File: config.mk
export PLATFORM = sky130hd
export DESIGN_NAME = pse_ctrl
export DESIGN_NICKNAME = d
export VERILOG_FILES = /design/src/rtl/pse_pkg.sv /design/src/rtl/pse_ctrl.sv
export SDC_FILE = /design/constraint.sdc
export NUM_CORES = 1
export LEC_CHECK = 0
export BUFFER_PORTS_ARGS = -buffer_cell sky130_fd_sc_hd__buf_2
export CELL_PAD_IN_SITES_DETAIL_PLACEMENT = 1
export CELL_PAD_IN_SITES_GLOBAL_PLACEMENT = 1
export CORE_UTILIZATION = 36
export CTS_CLUSTER_SIZE = 14
export DETAILED_ROUTE_END_ITERATION = 12
export PLACE_DENSITY = 0.84
export SYNTH_ARGS = -nofsm -noshare
export SYNTH_HDL_FRONTEND = slang
export SYNTH_SLANG_ARGS = --single-unit
export TNS_END_PERCENT = 30
File: constraint.sdc
create_clock -name clk -period 3.7 [get_ports clk]
set_input_delay 0.74 -clock clk [delete_from_list [all_inputs] [get_ports clk]]
set_output_delay 0.74 -clock clk [all_outputs]
set_load 0.02 [all_outputs]
File: src/rtl/pse_pkg.sv
// pse_pkg: shared types and constants of the prime sieve engine
// depends on nothing; imported by the controller, datapath and top level
package pse_pkg;

  localparam int LIM_W  = 13;   // limit register and effective limit
  localparam int NUM_W  = 12;   // queried number
  localparam int BASE_W = 7;    // sieve base, i*i below the limit keeps i under 91
  localparam int SQ_W   = 14;   // square of the base and the multiple pointer
  localparam int LIM_CAP = 8191;

  localparam logic [LIM_W-1:0]  MIN_LIM    = 13'd3;
  localparam logic [LIM_W-1:0]  LIM_RESET  = 13'd4096;
  localparam logic [BASE_W-1:0] FIRST_BASE = 7'd2;
  localparam logic [SQ_W-1:0]   FIRST_SQ   = 14'd4;

  localparam logic OP_RUN   = 1'b0;
  localparam logic OP_QUERY = 1'b1;

  // controller to datapath
  typedef struct packed {
    logic fill_start;
    logic fill_step;
    logic query_start;
    logic base_read;
    logic base_next;
    logic mark_init;
    logic mark_step;
    logic out_load;
  } pse_cmd_t;

  // datapath to controller
  typedef struct packed {
    logic fill_last;
    logic sq_lt_lim;
    logic rd_flag;
    logic j_lt_lim;
    logic out_free;
  } pse_stat_t;

endpackage

File: src/rtl/pse_ctrl.sv
// pse_ctrl: sequencer of the prime sieve engine (fill, base scan, marking, query)
// depends on pse_pkg
module pse_ctrl (
  input  logic              clk,
  input  logic              rst_n,
  input  logic              in_valid,
  input  logic              in_op,
  output logic              in_stall,
  input  pse_pkg::pse_stat_t stat,
  output pse_pkg::pse_cmd_t  cmd
);
  import pse_pkg::*;

  typedef enum logic [6:0] {
    S_IDLE  = 7'b0000001,
    S_FILL  = 7'b0000010,
    S_BASE  = 7'b0000100,
    S_EVAL  = 7'b0001000,
    S_MARK  = 7'b0010000,
    S_QUERY = 7'b0100000,
    S_DONE  = 7'b1000000
  } state_t;

  state_t state_r, state_nxt;

  assign in_stall = (state_r != S_IDLE);

  always_comb begin
    state_nxt = state_r;
    cmd       = '0;
    unique case (state_r)
      S_IDLE: begin
        if (in_valid) begin
          if (in_op == OP_RUN) begin
            cmd.fill_start = 1'b1;
            state_nxt      = S_FILL;
          end else begin
            cmd.query_start = 1'b1;
            state_nxt       = S_QUERY;
          end
        end
      end
      S_FILL: begin
        cmd.fill_step = 1'b1;
        if (stat.fill_last) begin
          state_nxt = S_BASE;
        end
      end
      S_BASE: begin
        if (stat.sq_lt_lim) begin
          cmd.base_read = 1'b1;
          state_nxt     = S_EVAL;
        end else begin
          state_nxt = S_DONE;
        end
      end
      S_EVAL: begin
        // flag of the base is back from the ram
        if (stat.rd_flag) begin
          cmd.mark_init = 1'b1;
          state_nxt     = S_MARK;
        end else begin
          cmd.base_next = 1'b1;
          state_nxt     = S_BASE;
        end
      end
      S_MARK: begin
        if (stat.j_lt_lim) begin
          cmd.mark_step = 1'b1;
        end else begin
          cmd.base_next = 1'b1;
          state_nxt     = S_BASE;
        end
      end
      S_QUERY: begin
        state_nxt = S_DONE;
      end
      S_DONE: begin
        if (stat.out_free) begin
          cmd.out_load = 1'b1;
          state_nxt    = S_IDLE;
        end
      end
      default: begin
        state_nxt = S_IDLE;
      end
    endcase
  end

  always_ff @(posedge clk) begin
    if (!rst_n) begin
      state_r <= S_IDLE;
    end else begin
      state_r <= state_nxt;
    end
  end

endmodule

After elaboration in Yosys (flattened, before gate mapping)
Cells that the tools add are included.

Equality and inequality tests: 12. Multiplexer cells: 26. Reductions and logical operators: 1.

Operators with widths (count): 7-bit case mux with 7 select lines (1); 7-bit 2-to-1 mux (5); 1-bit 2-to-1 mux (17); 2-bit inequality test (second input constant) (4); 7-bit by 1-bit equality test with 1-bit output (second input constant) (1); 7-bit by 2-bit equality test with 1-bit output (second input constant) (1); 7-bit by 3-bit equality test with 1-bit output (second input constant) (1); 7-bit by 4-bit equality test with 1-bit output (second input constant) (1); 7-bit by 5-bit equality test with 1-bit output (second input constant) (1); 7-bit by 6-bit equality test with 1-bit output (second input constant) (1); 7-bit equality test (second input constant) (1); 7-bit by 1-bit inequality test with 1-bit output (second input constant) (1); 6-bit 2-to-1 mux (1); 5-bit 2-to-1 mux (1); 4-bit AND reduction (1); 1-bit case mux with 2 select lines (1).

Bits in registers: 7. Input bits: 9. Output and inout port bits: 9. Logic and storage cells: 40.

Longest topological paths before layout
Gate-level depths: netlist of the first run.

Word-level depth: 3. Depth in mapped cells: 5. Gate-level depth less buffers: 4.

Worst setup path after synthesis of the first run
Ideal clock, no wire load.

Path kind: reg2out. From: register state_r[5]. To: output port cmd[3] (netlist name). Arrival: 1.406 ns. Setup slack: 1.554 ns. Cell stages (with the launch flop): 5. Buffers on the path: 0. Path through: dfxtp_1 -> or2_2 -> nor4_1 -> nand2_1 -> o22ai_1.

RTL lines: start, declared (line pse_ctrl.sv:24) `state_t state_r, state_nxt;`; start signal, assigned (line pse_ctrl.sv:94) `state_r <= state_nxt;`; end, declared (line pse_ctrl.sv:10) `output pse_pkg::pse_cmd_t cmd`.

==> results of run 1 <==
==> through the flow <==
stage	utilization	power, W	hold slack [ns]	area, um2	setup slack, ns
6_report	0.487	0.000287	0.629	666	1.05
5_1_grt	0.487	0.000307	0.722	666	0.862
4_1_cts	0.487	0.000289	0.634	666	1.04
3_5_place_dp	0.468	0.000215	0.627	639	1.32
3_3_place_gp	0.468	0.000213	0.611	639	1.43
2_1_floorplan	-	0.000184	0.608	557	1.55
==> metal layers <==
metal,vias to the layer above,share of wire
li1,295,-
met1,280,0.48
met2,10,0.47
met3,3,0.041
met4,0,0.015
met5,-,0
==> where the power goes <==
part	switching [W]	internal, W
logic	0.0000635	0.0000513
registers	0.0000161	0.0000833
clock network	0.0000310	0.0000413
total	0.000111	0.000176
==> worst max-delay path, stage by stage (launching register included) <==
cell and delay (ns):
dfxtp_1 0.40, or2_2 0.39, nor4_1 0.41, nand2_1 0.09
o22ai_1 0.16, buf_2 0.19
==> Yosys cell counts, types with 3 or more instances <==
cell type  count
dfxtp_1        7
and3_1         3
o21ai_0        4
nand2_1        4
nor2_1         5
nand2b_1       3
nor3_1         4
==> area by class of cell <==
type	instances	area (um2)	share of cell area
clock buffer	4	26.3	0.0395
tap	15	18.8	0.0282
sequential	7	140	0.211
timing repair buffer	17	85.1	0.128
inverter	2	7.51	0.0113
multi-input combinational	57	388	0.583
==> cell usage in the layout (no fill, tap or decap), types with 2 or more instances in the layout <==
master and n:
buf_2 17, clkbuf_4 3, o21a_1 2, and3_1 3, dfxtp_1 7, nand2b_1 3
inv_1 2, nor2_1 5, and2_1 2, nand2_1 4, nor4_1 2, nor3_1 4
or3b_2 2, nor3b_1 2, a21oi_1 2, o21ai_0 4
==> how the worst max path moves through the flow <==
stage                     from  slack (ns)      to  cells after the start
finish              state_r[4]        1.05  cmd[3]                      5
global route        state_r[4]        0.86  cmd[3]                      5
CTS                 state_r[4]        1.04  cmd[3]                      5
detailed placement  state_r[4]        1.32  cmd[3]                      5
global placement    state_r[4]        1.43  cmd[4]                      4
floorplan           state_r[5]        1.55  cmd[3]                      4
==> cells by family after synthesis <==
group                  share of synthesized area
buffers and inverters                     0.0517
XOR/XNOR                                  0.0157
AND/OR/NAND/NOR                            0.501
flip-flops                                 0.252
AO/OA/AOI/OAI                              0.180
==> results.cfg, run 1 <==
[status]
status = finished, final reports clean

[global_routing]
use_met2 = 0.340
grt_remaining_overflow = 0
grt-busiest-layer = met2
gr-usage-all-layers = 0.234
antenna_found_initial = 0
gr-usage-met3 = 0.0957
grtUsageMet1 = 0.303
grt_pass1_vias = 529
grt_max_degree = 12
grt_pass1_wl_um = 2430

[setup_path]
start_kind = flip-flop
critPathKind = reg -> out
r2r_start = state_r[1]
reg2regPathDepth = 4
r2r_slack_ns = 1.81
worst_setup_path_end_kind = primary output
crit_path_max_fanout = 11
required_ns = 2.96
critPathArrivalTime_ns = 1.91
r2r-end = state_r[5]

[route]
dr.pass1.iters = 4
first_iter_violations = 4
dr_total_vias = 588
drc = 0
routed_wl_um = 1480
postRouteAntennaNets = 0
viasPerCell = 5.76
wl_per_cell_um = 14.5

[cells_and_area]
fillers = 186
drive_gt1_frac = 0.333
layout.nets = 97
area_growth_pct = 19.6
fin_cells = 102
diodes = 0
largest_registers = state_r (7)
largest_register = state_r
largest_reg_flops = 7

[clock_tree]
insertion_delay_ns = 0.26
hold_buffers = 0
tritoncts = yes
root_buffer = clkbuf_4
post_cts_resized = 0
clockBufferDepth = 2
post_cts.repair.setup_buffers = 0
cts_made_buffers = 3
clk_pin_slew_worst_paths_ns = 0.05
cts.sinks = 7
cts-htree-levels = 1

[min_path]
whs_path_depth = 2
holdPathEnd = state_r[1]
hp-class = reg -> reg
hp-start = state_r[1]

[logic_synthesis]
yosysWarningCount = 0
synth_top_area_cell = dfxtp_1
synth_fp_nets = 78
synth_flop_cell = dfxtp_1
synth-edff-count = 0
synth_cell_type_count = 38
ys_async_sr_fraction = 0
netlist_area_um2 = 557
ys_top_cells_by_area = dfxtp_1 (25%), nor3_1 (3.6%), o21ai_0 (3.6%)
syn_area_per_cell_um2 = 8.07
yosysSeqAreaShare = 0.252
synth_top_area_frac = 0.252
synth_seq_cells = 7
syn_inst = 69

[die]
die_w_um = 41.3
die_area_mm2 = 0.00171
die_h_um = 41.3
core_mm2 = 0.00137
start_util = 0.408
ios = 18
num_rows = 13

[sta]
finalClockSkew_ns = 0.00421
setup_viol = 0
post-route-min-period_ns = 2.65
relSlewSlack = 0.653
fmaxAchievable_mhz = 378
worst_slew_pin_slew_ns = 0.516
post-route-period-util = 0.715
finalHoldViolCount = 0
drv_slew = 0
rsz0062_at_grt = no
fin_tns_setup_ns = 0

[place]
dp_hpwl_um = 1200
gp_congestion = 0.829
place_inst = 98
io_buffers = 17

[pwr]
max-vdd-ir-drop_uv = 251
leakagePower_nw = 0.331
power_density_mw_per_mm2 = 431

[run]
max_cap_violations = 0
Power figures use the tool's default switching activity.
==> inputs of run 2 (changes only) <==
--- a/config.mk
+++ b/config.mk
@@ -5,13 +5,14 @@
 export SDC_FILE = /design/constraint.sdc
 export NUM_CORES = 1
 export LEC_CHECK = 0
+export ABC_AREA = 1
 export BUFFER_PORTS_ARGS = -buffer_cell sky130_fd_sc_hd__buf_2
 export CELL_PAD_IN_SITES_DETAIL_PLACEMENT = 1
 export CELL_PAD_IN_SITES_GLOBAL_PLACEMENT = 1
-export CORE_UTILIZATION = 36
+export CORE_UTILIZATION = 28
 export CTS_CLUSTER_SIZE = 14
 export DETAILED_ROUTE_END_ITERATION = 12
-export PLACE_DENSITY = 0.84
+export PLACE_DENSITY = 0.76
 export SYNTH_ARGS = -nofsm -noshare
 export SYNTH_HDL_FRONTEND = slang
 export SYNTH_SLANG_ARGS = --single-unit
==> constraint.sdc (replaced) <==
create_clock -name clk -period 2.3 [get_ports clk]
set_input_delay 0.46 -clock clk [delete_from_list [all_inputs] [get_ports clk]]
set_output_delay 0.46 -clock clk [all_outputs]
set_load 0.02 [all_outputs]
==> run 2 against run 1 <==
Sequential power up 49%. Area after synthesis down 5.4%. Critical path depth up 2. Largest power group unchanged.
==> results.cfg, run 2 <==
[status]
status = finished, final reports clean

[logic_synthesis]
synth_top_area_frac = 0.266
ys_async_sr_fraction = 0
syn_area_per_cell_um2 = 6.05
yosysMostFrequentCell = nor2_1
synthTopCellsByCount = nor2_1 (16), nand2_1 (15), inv_1 (13), nand3_1 (11), dfxtp_1 (7)
yosysWarningCount = 0
netlist_area_um2 = 527
ys_top_cells_by_area = dfxtp_1 (27%), nor2_1 (11%), nand2_1 (11%)
synth_seq_cells = 7
synth_fp_nets = 96
synth-edff-count = 0
synth_top_area_cell = dfxtp_1
synth_flop_cell = dfxtp_1
syn_inst = 87
synth_cell_type_count = 16
yosysSeqAreaShare = 0.266

[setup_path]
path_common_cell = nand2_2
cp_top_family = simple AND/OR/NAND/NOR gates
required_ns = 1.84
critPathKind = reg -> out
worst_setup_path_end_kind = primary output
slowest_delay_ns = 0.31
reg2regPathDepth = 8
crit_path_max_fanout = 5
cp_slowest_cell = dfxtp_1
r2r_slack_ns = 1.06
startpoint = state_r[6]
crit_chain = inv_2, nand2_2, nor2_4, nand2_2, or2_1, nor2_1, buf_2
crit_buf_inv = 2
endpoint = cmd[7]
start_kind = flip-flop
r2r_start = state_r[3]
r2r-end = state_r[1]
crit_cells = 7
critPathArrivalTime_ns = 1.46

[clock_tree]
post_cts_resized = 0
tritoncts = yes
insertion_delay_ns = 0.25
root_buffer = clkbuf_4
cts-htree-levels = 1
hold_buffers = 0
cts_made_buffers = 3
post_cts.repair.setup_buffers = 0
cts.sinks = 7
clk_pin_slew_worst_paths_ns = 0.05
clockBufferDepth = 2

[die]
start_util = 0.302
die_h_um = 45.4
die_w_um = 45.4
die_area_mm2 = 0.00206
core_mm2 = 0.00175
num_rows = 15
ios = 18

[route]
dr.pass1.iters = 3
viasPerCell = 4.44
drc = 0
postRouteAntennaNets = 0
dr_total_vias = 591
routed_wl_um = 1410
wl_per_cell_um = 10.6
first_iter_violations = 5

[pwr]
max-vdd-ir-drop_uv = 356
p_sw_frac = 0.414
internal_power_w = 0.000276
leakagePower_nw = 0.390
seq_power_share = 0.314
power_density_mw_per_mm2 = 702
p_comb_frac = 0.449
p_sw_w = 0.000195
clkPwrFrac = 0.237

[cells_and_area]
largest_reg_flops = 7
final_core_util = 0.384
final_common_cell = buf_2
drive_gt1_frac = 0.352
largest_register = state_r
final_cell_mix = buf_2 (17), nor2_1 (16), nand2_1 (15)
area_growth_pct = 27.1
layout.nets = 118
diodes = 0
largest_registers = state_r (7)
final_area_um2 = 669

[sta]
finalHoldViolCount = 0
post-route-min-period_ns = 1.92
fin_tns_setup_ns = 0
relSlewSlack = 0.769
finalClockSkew_ns = 0.00118
hold_ws_ns = 0.488
rsz0062_at_grt = no
fmaxAchievable_mhz = 521
worst_slew_pin_slew_ns = 0.344
setup_viol = 0
drv_slew = 0
post-route-period-util = 0.835

[run]
max_cap_violations = 0

[global_routing]
antenna_found_initial = 0
gr-usage-met3 = 0.0159
grt-busiest-layer = met2
grt_max_degree = 7
grt_remaining_overflow = 0
gr-usage-all-layers = 0.152
grt_pass1_wl_um = 2230
use_met2 = 0.281
grtUsageMet1 = 0.167
grt_pass1_vias = 580

[place]
gp_congestion = 0.856
dpl_cell_area_um2 = 643
dp_hpwl_um = 1250
io_buffers = 17

[min_path]
hp-class = in -> reg
[run 2: changes by cell type after synthesis, sizes merged, moves of 3 or more]
cell | before | now
o21ai | 4 | 0
and3 | 4 | 0
inv | 2 | 18
nand2 | 4 | 21
nor2 | 5 | 21
buf | 3 | 0
nand2b | 3 | 0
nand3 | 0 | 12
[run 2: per-layer routing]
metal / part of all wire / vias up
li1: - / 308
met1: 0.45 / 259
met2: 0.49 / 20
met3: 0.040 / 4
met4: 0.025 / 0
met5: 0 / -
[run 2: worst register-to-register path, cell delays in order (launching register included)]
cell and delay [ns]:
dfxtp_1 0.34, inv_2 0.07, nand2_2 0.09, nor2_2 0.17, nand3_1 0.14, nand2_2 0.11, nor2_4 0.05, nor2_1 0.12
nor2_2 0.05
[run 2: power by group through the flow]
| stage | combinational (W) | sequential, W | clock, W |
|---|---|---|---|
| CTS | 0.000214 | 0.000148 | 0.000115 |
| global placement | 0.000211 | 0.000149 | 0 |
| floorplan | 0.000160 | 0.000148 | 0 |
| detailed placement | 0.000213 | 0.000150 | 0 |
| finish | 0.000211 | 0.000148 | 0.000112 |
| global route | 0.000232 | 0.000150 | 0.000119 |
[run 2: cell type report]
type                            instances  area (um2)
Fill cell                             250        1080
Multi-Input combinational cell         62         319
Sequential cell                         7         140
Timing Repair Buffer                   17        85.1
Inverter                               18        67.6
Tap cell                               25        31.3
Clock buffer                            4        26.3
[run 2: worst min path at each step]
stage,start,endpoint,slack (ns),cells after the start
floorplan,state_r[1],state_r[1],0.51,2
global placement,state_r[1],state_r[1],0.54,2
detailed placement,state_r[1],state_r[1],0.55,2
CTS,in_op,state_r[5],0.48,3
global route,rst_n,state_r[4],0.51,2
finish,in_op,state_r[5],0.49,3
[run 2: kinds of logic (layout without fill, tap and decap cells)]
logic type,count (synthesis),in the layout,synth area share
flops,7,7,0.266
compound gates,3,3,0.0428
buf+inv,18,39,0.128
simple gates,59,59,0.563
[run 2: per-stage QoR]
stage          total power (W)  std cells  setup WS [ns]
6_report              0.000470        133          0.381
5_1_grt               0.000501        133          0.312
4_1_cts               0.000478        133          0.353
3_5_place_dp          0.000363        129          0.635
3_3_place_gp          0.000360        129          0.676
2_1_floorplan         0.000308         87          0.637
==> inputs of run 3 (changes only) <==
--- a/config.mk
+++ b/config.mk
@@ -5,14 +5,14 @@
 export SDC_FILE = /design/constraint.sdc
 export NUM_CORES = 1
 export LEC_CHECK = 0
-export ABC_AREA = 1
+export ABC_AREA = 0
 export BUFFER_PORTS_ARGS = -buffer_cell sky130_fd_sc_hd__buf_2
 export CELL_PAD_IN_SITES_DETAIL_PLACEMENT = 1
 export CELL_PAD_IN_SITES_GLOBAL_PLACEMENT = 1
-export CORE_UTILIZATION = 28
+export CORE_UTILIZATION = 31
 export CTS_CLUSTER_SIZE = 14
 export DETAILED_ROUTE_END_ITERATION = 12
-export PLACE_DENSITY = 0.76
+export PLACE_DENSITY = 0.77
 export SYNTH_ARGS = -nofsm -noshare
 export SYNTH_HDL_FRONTEND = slang
 export SYNTH_SLANG_ARGS = --single-unit
==> constraint.sdc (replaced) <==
create_clock -name clk -period 1.75 [get_ports clk]
set_input_delay 0.35 -clock clk [delete_from_list [all_inputs] [get_ports clk]]
set_output_delay 0.35 -clock clk [all_outputs]
set_load 0.02 [all_outputs]
==> run 3 against run 2 <==
The flow now finishes with violations (negative setup slack). Register-to-register slack got worse by 1.1 ns. Critical path depth fell by 1. Sequential cell count stayed put. Clock power is 37% higher. Die area shrank 4.3%. Setup slack worse by 0.49 ns. Non-clock buffer count increased by 14. Core utilization rose by 18 points. Total power grew 60%. Sequential share of layout area down 4.5 points. Clock-buffer cell count fell by 1. Clock skew up 0.0032 ns. Critical endpoint is now in_stall. Largest power group unchanged.
==> results.cfg, run 3 (synthesis gave the netlist of run 1 again) <==
[status]
status = finished, violations left
violations = negative setup slack

[clock_tree]
cts-htree-levels = 1
cts.sinks = 7
tritoncts = yes
cts_made_buffers = 3
root_buffer = clkbuf_4
hold_buffers = 0
clockBufferDepth = 2
clk_pin_slew_worst_paths_ns = 0.06
insertion_delay_ns = 0.26

[die]
ios = 18
die_w_um = 44.4
start_util = 0.349
core_mm2 = 0.00159
die_h_um = 44.4
num_rows = 14
die_area_mm2 = 0.00197

[setup_path]
worst_setup_path_end_kind = primary output
critPathKind = reg -> out
start_kind = flip-flop
required_ns = 1.40
critPathArrivalTime_ns = 1.51
crit_path_max_fanout = 3

[sta]
drv_slew = 0
worst_slew_pin_slew_ns = 0.325
setup_viol = 9
finalHoldViolCount = 0
finalClockSkew_ns = 0.00434
rsz0062_at_grt = yes
fin_tns_setup_ns = -0.722
hold_ws_ns = 0.404
fmaxAchievable_mhz = 538
post-route-min-period_ns = 1.86
post-route-period-util = 1.06
relSlewSlack = 0.782
worst_slack_ns = -0.110

[cells_and_area]
diodes = 0
final_core_util = 0.562
largest_register = state_r
final_common_cell = buf_4
fillers = 192
final_cell_mix = buf_4 (14), buf_2 (11), nor2_1 (5), buf_6 (5), o21ai_0 (4)
layout.nets = 111
multi_input_area_um2 = 447
register_area_um2 = 148
largest_reg_flops = 7
drive_gt1_frac = 0.564
largest_registers = state_r (7)
area_growth_pct = 60.9

[route]
first_iter_violations = 11
dr.pass1.iters = 4
wl_per_cell_um = 17.2
routed_wl_um = 2150
viasPerCell = 5.28
postRouteAntennaNets = 0
dr_total_vias = 660
drc = 0

[place]
io_buffers = 17
gp_congestion = 0.839
dp_hpwl_um = 1370
dpl_worst_slack_ns = -0.0252

[pwr]
p_comb_frac = 0.524
internal_power_w = 0.000464
power_density_mw_per_mm2 = 839
seq_power_share = 0.272
p_sw_w = 0.000288
p_sw_frac = 0.383
max-vdd-ir-drop_uv = 540
leakagePower_nw = 0.423
clkPwrFrac = 0.204

[global_routing]
antenna_found_initial = 0
grt_pass1_vias = 717
grt_pass1_wl_um = 3560
grt_max_degree = 11
grt_remaining_overflow = 0
gr-usage-all-layers = 0.255

[min_path]
hp-class = in -> reg

[run]
max_cap_violations = 0
[run 3: changes by cell type in the layout (fill, tap and decap cells not counted), sizes merged, moves of 2 or more]
cell	change
o21ai	+4
and2	+2
nor2	-16
and3	+4
or3b	+2
nand2	-17
a21oi	+2
buf	+14
nand2b	+3
nand3	-12
inv	-16
and4	+2
nor4	+2
nor3b	+2
[run 3: through the flow]
step | power, W | cells | area, um2
CTS | 0.000744 | 125 | 873
floorplan | 0.000388 | 69 | 563
detailed placement | 0.000501 | 116 | 724
finish | 0.000752 | 125 | 896
global route | 0.000799 | 125 | 896
global placement | 0.000494 | 116 | 724
[run 3: power groups by stage]
stage / sequential (W) / clock (W) / combinational, W
6_report: 0.000205 / 0.000153 / 0.000394
5_1_grt: 0.000206 / 0.000169 / 0.000424
4_1_cts: 0.000204 / 0.000160 / 0.000379
3_5_place_dp: 0.000199 / 0 / 0.000302
3_3_place_gp: 0.000200 / 0 / 0.000294
2_1_floorplan: 0.000195 / 0 / 0.000194
[run 3: timing repair]
action | in CTS | in global routing
pin swaps | 4 | 2
gates resized for setup | 22 | 5
setup endpoints to repair | 10 | 13
buffers inserted | 5 | 0
[run 3: worst paths after layout]
kind / end / cells past startpoint / from / slack [ns]
hold / removal: state_r[4] / 2 / rst_n / 0.40
setup reg to reg: state_r[1] / 6 / state_r[6] / -0.04
setup / recovery: in_stall / 6 / state_r[4] / -0.11
hold reg to reg: state_r[1] / 2 / state_r[1] / 0.56
[run 3: metal layers]
metal / global-route usage / routed length [um] / vias to the layer above / part of all wire
li1: - / - / 321 / -
met1: 0.337 / 997 / 321 / 0.46
met2: 0.412 / 1020 / 14 / 0.47
met3: 0.0735 / 97 / 4 / 0.045
met4: 0.0545 / 38 / 0 / 0.018
met5: 0 / 0 / - / 0
[run 3: layout make-up]
| class | count | share of cell area |
|---|---|---|
| inverter | 2 | 0.00838 |
| clock buffer | 3 | 0.0251 |
| clock inverter | 1 | 0.00559 |
| sequential | 7 | 0.165 |
| multi-input combinational | 57 | 0.499 |
| tap | 24 | 0.0335 |
| timing repair buffer | 31 | 0.264 |
[run 3: worst max-delay path, cell delays in order, from the launching register on]
cell,delay (ns)
dfxtp_2,0.32
or2_4,0.28
buf_12,0.13
nor3_4,0.19
buf_4,0.15
inv_1,0.03
buf_2,0.14
